$ cat config.mk
export PLATFORM = sky130hd
export DESIGN_NAME = wnco_ctrl
export DESIGN_NICKNAME = d
export VERILOG_FILES = /design/src/wnco_pkg.sv /design/src/wnco_ctrl.sv
export SDC_FILE = /design/constraint.sdc
export NUM_CORES = 1
export LEC_CHECK = 0
export BUFFER_PORTS_ARGS = -buffer_cell sky130_fd_sc_hd__buf_2
export CAP_MARGIN = 15
export CORE_MARGIN = 1.5
export CORE_UTILIZATION = 30
export CTS_CLUSTER_DIAMETER = 80
export DETAILED_ROUTE_END_ITERATION = 10
export PLACE_DENSITY = 0.69
export SYNTH_ARGS = -nofsm -noshare
export SYNTH_HDL_FRONTEND = slang
export SYNTH_SLANG_ARGS = --single-unit
$ cat constraint.sdc
create_clock -name clk -period 3.3 [get_ports clk]
set_input_delay 0.165 -clock clk [delete_from_list [all_inputs] [get_ports clk]]
set_output_delay 0.165 -clock clk [all_outputs]
set_load 0.02 [all_outputs]
$ cat src/wnco_pkg.sv
// Package for the wheel next-coprime offset block.
// Holds sizes, register indexes, controller states and the control structs.
// No dependencies.
package wnco_pkg;

  localparam int MaxWheel   = 4096;
  localparam int PrimeSlots = 4;
  localparam int WBits      = 13;   // holds MaxWheel + 1
  localparam int IdxBits    = 12;   // table address
  localparam int ValBits    = 64;

  localparam logic [2:0] RegCount  = 3'd0;
  localparam logic [2:0] RegPrime0 = 3'd1;

  typedef enum logic [3:0] {
    ST_IDLE,
    ST_SIZE,
    ST_SCAN_INIT,
    ST_SCAN,
    ST_SCAN_LAST,
    ST_MOD,
    ST_WALK,
    ST_WALK_WAIT,
    ST_DONE
  } state_t;

  // controller to datapath
  typedef struct packed {
    logic load_value;
    logic size_init;
    logic size_step;
    logic scan_init;
    logic scan_step;
    logic scan_last;
    logic mod_init;
    logic mod_step;
    logic walk_init;
    logic walk_read;
    logic walk_step;
    logic finish;
  } ctrl_t;

  // datapath to controller
  typedef struct packed {
    logic size_done;
    logic too_large;
    logic scan_done;
    logic mod_done;
    logic direct;
    logic walk_hit;
    logic walk_end;
  } stat_t;

endpackage

$ cat src/wnco_ctrl.sv
// Controller state machine for the wheel offset block.
// Depends on wnco_pkg.
module wnco_ctrl (
  input  logic            clk,
  input  logic            rst,
  input  logic            start,
  input  logic            cfg_we,
  input  wnco_pkg::stat_t stat,
  output wnco_pkg::ctrl_t ctrl,
  output logic            busy,
  output logic            done
);

  wnco_pkg::state_t state, state_next;
  logic stale;

  always_ff @(posedge clk) begin
    if (rst) begin
      state <= wnco_pkg::ST_IDLE;
      stale <= 1'b1;
    end else begin
      state <= state_next;
      if (cfg_we) stale <= 1'b1;
      else if (state == wnco_pkg::ST_SIZE) stale <= 1'b0;
    end
  end

  always_comb begin
    state_next = state;
    unique case (state)
      wnco_pkg::ST_IDLE:
        if (start) state_next = stale ? wnco_pkg::ST_SIZE : wnco_pkg::ST_MOD;
      wnco_pkg::ST_SIZE:
        if (stat.size_done)
          state_next = stat.too_large ? wnco_pkg::ST_DONE : wnco_pkg::ST_SCAN_INIT;
      wnco_pkg::ST_SCAN_INIT: state_next = wnco_pkg::ST_SCAN;
      wnco_pkg::ST_SCAN: if (stat.scan_done) state_next = wnco_pkg::ST_SCAN_LAST;
      wnco_pkg::ST_SCAN_LAST: state_next = wnco_pkg::ST_MOD;
      wnco_pkg::ST_MOD:
        if (stat.mod_done)
          state_next = stat.direct ? wnco_pkg::ST_DONE : wnco_pkg::ST_WALK_WAIT;
      wnco_pkg::ST_WALK_WAIT: state_next = wnco_pkg::ST_WALK;
      wnco_pkg::ST_WALK:
        if (stat.walk_hit || stat.walk_end) state_next = wnco_pkg::ST_DONE;
        else state_next = wnco_pkg::ST_WALK_WAIT;
      wnco_pkg::ST_DONE: state_next = wnco_pkg::ST_IDLE;
      default: state_next = wnco_pkg::ST_IDLE;
    endcase
  end

  always_comb begin
    ctrl = '0;
    unique case (state)
      wnco_pkg::ST_IDLE: begin
        ctrl.load_value = start;
        ctrl.size_init  = start && stale;
        ctrl.mod_init   = start;
      end
      wnco_pkg::ST_SIZE:      ctrl.size_step = !stat.size_done;
      wnco_pkg::ST_SCAN_INIT: ctrl.scan_init = 1'b1;
      wnco_pkg::ST_SCAN:      ctrl.scan_step = !stat.scan_done;
      wnco_pkg::ST_SCAN_LAST: ctrl.scan_last = 1'b1;
      wnco_pkg::ST_MOD: begin
        ctrl.mod_step  = !stat.mod_done;
        ctrl.walk_init = stat.mod_done;
        ctrl.finish    = stat.mod_done && stat.direct;
      end
      wnco_pkg::ST_WALK_WAIT: ctrl.walk_read = 1'b1;
      wnco_pkg::ST_WALK: begin
        ctrl.finish    = stat.walk_hit || stat.walk_end;
        ctrl.walk_step = !(stat.walk_hit || stat.walk_end);
      end
      wnco_pkg::ST_DONE:      ctrl.finish = 1'b0;
      default: ctrl = '0;
    endcase
    // too-large exits straight from the size pass
    if (state == wnco_pkg::ST_SIZE && stat.size_done && stat.too_large) ctrl.finish = 1'b1;
  end

  assign busy = (state != wnco_pkg::ST_IDLE);
  assign done = (state == wnco_pkg::ST_DONE);

endmodule
After elaboration in Yosys (flattened, before gate mapping)
Cells that the tools add are included.
{"block": "word_totals", "reg_bits": 5, "in_bits": 11, "output_inout_bits": 14, "elab_cells": 47}
{"block": "classes", "eq_ne": 12, "mux": 20, "reduce_logical": 13}
{"op": "one-hot mux 4 bit (8 select lines)", "n": 1}
{"op": "two-way mux 4 bit", "n": 7}
{"op": "equality test 4 x 3 -> 1 bit, second input constant", "n": 4}
{"op": "equality test 4 x 2 -> 1 bit, second input constant", "n": 2}
{"op": "two-way mux 1 bit", "n": 8}
{"op": "!= test 2 bit, second input constant", "n": 4}
{"op": "equality test 4 x 1 -> 1 bit, second input constant", "n": 1}
{"op": "equality test 4 bit, second input constant", "n": 1}
{"op": "logical AND 1 bit", "n": 4}
{"op": "logical NOT 1 bit", "n": 4}
{"op": "logical NOT 4 bit", "n": 1}
{"op": "two-way mux 2 bit", "n": 2}
{"op": "AND reduction 4 bit", "n": 1}
{"op": "nonzero test 4 bit", "n": 1}
{"op": "two-way mux 3 bit", "n": 1}
{"op": "one-hot mux 1 bit (2 select lines)", "n": 1}
{"op": "OR reduction 2 bit", "n": 1}
{"op": "logical OR 1 bit", "n": 1}

Longest topological paths before layout
Gate-level depths: netlist of the first run.
{"block": "depth", "depth_word": 4, "ltp_mapped": 5, "mapped_depth_nobuf": 4}

Worst setup path after synthesis of the first run
OpenSTA, ideal clock, no wires.
{"block": "synth_timing", "path_type": "reg-to-reg", "from": "register state[1]", "to": "register state[3]", "setup_ns": 0.061, "arrival_time_ns": 1.356, "slack_ns": 1.883, "path_stages_with_launch": 6, "period_less_slack_ns": 1.417, "cell_sequence": "dfxtp_1 > buf_2 > nor2_1 > nand2_1 > o221ai_1 > and2_1"}
{"block": "synth_via", "elab_chain_cells": 3}
{"element": "from (decl)", "line_no": "wnco_ctrl.sv:14", "source": "wnco_pkg::state_t state, state_next;"}
{"element": "from (signal assigned)", "line_no": "wnco_ctrl.sv:19", "source": "state <= wnco_pkg::ST_IDLE;"}
{"element": "from (signal assigned)", "line_no": "wnco_ctrl.sv:22", "source": "state <= state_next;"}
{"element": "equality test 4 x 1 -> 1 bit, or another cell as far along", "line_no": "wnco_ctrl.sv:30", "source": "unique case (state)"}
{"element": "!= test 2 bit (no line)"}
{"element": "AND reduction 4 bit (no line)"}
Parallel ways exist; a longest one is shown, timed or not.
A chain may end at the register's enable or synchronous reset.

==> results of run 1 <==
## worst paths after layout
| kind | start | endpoint | slack (ns) |
|---|---|---|---|
| worst min-delay path | cfg_we | stale | 0.11 |
| worst max register to register | state[0] | state[2] | 1.73 |
| worst min register to register | stale | stale | 0.52 |
| worst max-delay path | state[0] | ctrl[0] | 1.59 |
## layout make-up
cell class	count	area (um2)	area share
Sequential cell	5	100	0.169
Tap cell	15	18.8	0.0317
Timing Repair Buffer	24	120	0.203
Multi-Input combinational cell	49	312	0.526
Inverter	4	15.0	0.0254
Clock buffer	4	26.3	0.0444
## cells in the final DEF (no fill, tap or decap), drive strengths merged, types with 2 or more instances in the layout
cell type   n
and3        3
o31ai       2
buf        24
nand2       5
a211o       2
nor2        7
a21oi       3
dfxtp       5
clkbuf      4
nor3        7
and2b       2
inv         4
and2        2
o21ai       4
## logic make-up (layout without fill, tap and decap cells)
group / count (synthesis) / in the layout / synth area share
AOI/OAI and AO/OA: 17 / 17 / 0.291
and+or+nand+nor: 32 / 32 / 0.393
buffers and inverters: 8 / 32 / 0.0961
DFF: 5 / 5 / 0.220
## power breakdown
part           switching [uW]  leakage (uW)  internal (uW)
Clock                    25.6     0.0000150           45.8
Sequential               43.3     0.0000410           78.4
Combinational             180      0.000231            115
Total                     249      0.000287            239
## per-stage QoR
stage	std cells	utilization	power (uW)
global placement	97	0.419	411
finish	101	0.438	488
global route	101	0.438	528
detailed placement	97	0.419	416
CTS	101	0.438	491
floorplan	62	-	353
## layer usage
metal	vias up	share of wire
met5	-	0
met4	0	0
met3	0	0.069
met2	21	0.47
met1	255	0.46
li1	277	-
## flip-flops by register name, summed over array words and instances, names as in the netlist
name   flops
stale      1
state      4
==> flow_summary.ini, run 1 <==
[worst_setup_path]
arrival_ns = 1.54
critPathTopFamily = flip-flops
cpMaxStageDelayCell = dfxtp_1
ff2ff_path_depth = 4
path_cells = and2b_4, nand2_1, o221ai_1, buf_2
max_stage_delay_ns = 0.53
critPathCaptureType = primary output
worstSetupPathType = flop to primary output
worst_setup_path_start_kind = flop
crit_path_max_fanout = 10
critPathBufInv = 1
critical_path_depth = 4
crit_required_ns = 3.13

[timing]
period_share = 0.517
fmax_mhz = 586
fin_setup_tns_ns = 0
slew_headroom = 0.747
clock_skew_ns = 0.00296
fin_crit_ns = 1.71
final_hold_viol_count = 0
setup_viol = 0
holdWs_ns = 0.112
worstMarginPinSlew_ns = 0.380
report.final.slew_viol_count = 0
setup_ws_ns = 1.59
rsz0062_at_grt = false

[global_routing]
grt_overflow = 0
grt_pass1_vias = 476
use_met3 = 0.0522
grt_max_degree = 13
antenna_found_initial = 0
gr-usage-all-layers = 0.157
global_route.usage.met1 = 0.195
grt_pass1_wl_mm = 2.17
busiest_layer = met2
met2_usage = 0.269

[cells_and_area]
area_growth_pct = 29.9
layout-drive-gt1-share = 0.407
nets = 98
insertedDiodeCount = 0
finish.instance_area_um2 = 592
nFillCells = 146

[logic_synthesis]
yosys-top-cells-area = dfxtp_1 22%, nor3_1 7.7%, nor2_1 5.8%, and2b_4 4.4%, o21ai_0 4.4%
ys.flop_type = dfxtp_1
synth_seq_area_share = 0.220
ys_warn_count = 0
synth_area_um2 = 455
synth_cells = 62
ys_top_cells_by_count = 7 x nor2_1, 7 x nor3_1, 5 x dfxtp_1, 5 x nand2_1, 4 x o21ai_0
avgSynthCellArea_um2 = 7.35
synth_top_area_frac = 0.220
synthArstFlopShare = 0
synth.net_count = 73
synth.largest_area_cell = dfxtp_1
ys_seq_elements = 5
synth-edff-count = 0
synth_cell_types = 30

[cts]
cts.sinks = 5
htree_levels = 1
clk_latency_ns = 0.24
numCtsBuffers = 3
cts_setup_buffers = 0
ctsHoldBuffers = 0
root_buffer = clkbuf_4
clkTransAtPathRegs_ns = 0.04
cts_buffer_depth = 2
cts_tree = built
cts_resized = 0

[worst_hold_path]
hold_depth = 2
hp-class = input port to flop

[floorplanning]
core-area_mm2 = 0.00135
dieWidth_um = 42.0
io_pins = 25
num_rows = 13
dieArea_mm2 = 0.00176
dieHeight_um = 42.0
start_util = 0.337

[routing]
wire_per_inst_um = 12.8
dr.pass1.iters = 4
ant_nets = 0
drt-initial-drc-count = 12
drc = 0
drt_wl_total_mm = 1.29
viasPerCell = 5.48
vias = 553

[outcome]
run_status = finished, final reports clean

[placed_design]
dp_hpwl_mm = 1.05
port-buffer-count = 24
placed_area_um2 = 566
gp_congestion = 0.842
pre_cts_ws_ns = 1.75

[power]
irDropWorstVdd_mv = 0.358
powerDensity_mw_per_mm2 = 825
p_leak_uw = 0.000287

[job]
timing.max_cap.violations = 0
Power figures use the tool's default switching activity.
==> inputs of run 2 (changes only) <==
==> constraint.sdc (replaced) <==
create_clock -name clk -period 1.7 [get_ports clk]
set_input_delay 0.085 -clock clk [delete_from_list [all_inputs] [get_ports clk]]
set_output_delay 0.085 -clock clk [all_outputs]
set_load 0.02 [all_outputs]
==> run 2 against run 1 <==
  * Final cell count increased by 0.99%
  * Total power is 98% higher
  * Worst hold slack worse by 0.086 ns
  * Count of clock-buffer cells in the layout stayed put
  * Global-route usage is 0.18 points lower
  * Critical path depth is 1 higher
  * Clock skew is 0.0016 ns lower
  * Setup slack got worse by 1.4 ns
  * Critical endpoint unchanged
  * Largest cell class unchanged
==> flow_summary.ini, run 2 (synthesized netlist as in run 1, its figures left out) <==
[placed_design]
port-buffer-count = 24
placed_area_um2 = 573
dp_hpwl_mm = 1.00
gp_congestion = 0.828

[cells_and_area]
largest-register = state
final_cell_mix = 24 x buf_2, 7 x nor3_1, 6 x nor2_1
layout_commonest_cell = buf_2
area_growth_pct = 34.9
reg_top3 = state (4), stale (1)
nets = 99
largest_reg_flops = 4
insertedDiodeCount = 0
finish.instance_area_um2 = 614
layout-drive-gt1-share = 0.483

[global_routing]
grt_overflow = 0
grt_pass1_vias = 462
grt_max_degree = 13
antenna_found_initial = 0
gr-usage-all-layers = 0.155
grt_pass1_wl_mm = 2.10

[worst_setup_path]
arrival_ns = 1.45
crit_path_max_fanout = 7
worst_setup_path_start_kind = flop
worstSetupPathType = flop to primary output
crit_required_ns = 1.62
path_cells = buf_4, and2b_4, nand2_1, o221ai_2, buf_2
max_stage_delay_ns = 0.31
critPathCaptureType = primary output
cpMaxStageDelayCell = dfxtp_1

[routing]
vias = 568
drc = 0
dr.pass1.iters = 4
viasPerCell = 5.57
drt-initial-drc-count = 16
wire_per_inst_um = 12.0
drt_wl_total_mm = 1.22
ant_nets = 0

[job]
timing.max_cap.violations = 0

[cts]
clkTransAtPathRegs_ns = 0.04
cts_tree = built
cts.sinks = 5
htree_levels = 1
cts_buffer_depth = 2
ctsHoldBuffers = 0
cts_setup_buffers = 0
numCtsBuffers = 3
root_buffer = clkbuf_4
cts_resized = 0
clk_latency_ns = 0.24

[floorplanning]
dieArea_mm2 = 0.00176
start_util = 0.337
num_rows = 13
dieWidth_um = 42.0
dieHeight_um = 42.0
io_pins = 25
core-area_mm2 = 0.00135

[timing]
rsz0062_at_grt = false
fmax_mhz = 650
holdWs_ns = 0.0259
fin_crit_ns = 1.54
report.final.slew_viol_count = 0
clock_skew_ns = 0.00137
setup_viol = 0
final_hold_viol_count = 0
slew_headroom = 0.770
fin_setup_tns_ns = 0
period_share = 0.905
worstMarginPinSlew_ns = 0.345

[outcome]
run_status = finished, final reports clean

[power]
irDropWorstVdd_mv = 0.710
powerDensity_mw_per_mm2 = 1580
p_leak_uw = 0.000295

[worst_hold_path]
hp-class = input port to flop
==> run 2: cell types whose count changed in the layout (fill, tap and decap cells not counted) <==
cell / change
buf_4: +1
nor2b_1: -1
o221ai_2: +1
nor2_1: -1
nor2b_2: +1
dfxtp_1: -3
nor2_2: +1
o221ai_1: -1
dfxtp_2: +3
==> run 2: metal layers <==
layer  track usage  routed length (um)
met2         0.219                 536
met1         0.214                 582
met4        0.0774                   0
met3        0.0435                 103
met5             0                   0
==> run 2: per-stage QoR <==
step	util	setup slack (ns)	total power [uW]	cells
final	0.455	0.162	968	102
after global routing	0.455	0.0404	1060	102
after CTS	0.444	0.0483	954	102
after detailed placement	0.424	0.153	810	98
after global placement	0.424	0.202	806	98
after floorplan	-	0.283	685	62
==> run 2: report_power, final <==
| group | internal [uW] | leakage [uW] | total [uW] | switching, uW |
|---|---|---|---|---|
| combinational | 233 | 0.000238 | 591 | 357 |
| clock | 88.6 | 0.0000150 | 135 | 46.0 |
| sequential | 159 | 0.0000421 | 243 | 83.8 |
==> run 2: worst paths after layout <==
kind	start	end	slack (ns)	cells after the start
max	state[3]	ctrl[0]	0.16	5
min	cfg_we	stale	0.03	2
min reg2reg	stale	stale	0.49	1
max reg2reg	state[1]	state[2]	0.24	4
==> run 2: area by class of cell <==
class | instances | area (um2)
Clock buffer | 4 | 26.3
Fill cell | 143 | 736
Inverter | 4 | 15.0
Multi-Input combinational cell | 49 | 323
Sequential cell | 5 | 104
Tap cell | 15 | 18.8
Timing Repair Buffer | 25 | 128
==> run 2: critical path, delay by kind of cell (launching register included) <==
family	cells	cell delay [ns]
buf+inv	2	0.36
simple gates	2	0.35
flops	1	0.31
compound gates	1	0.20
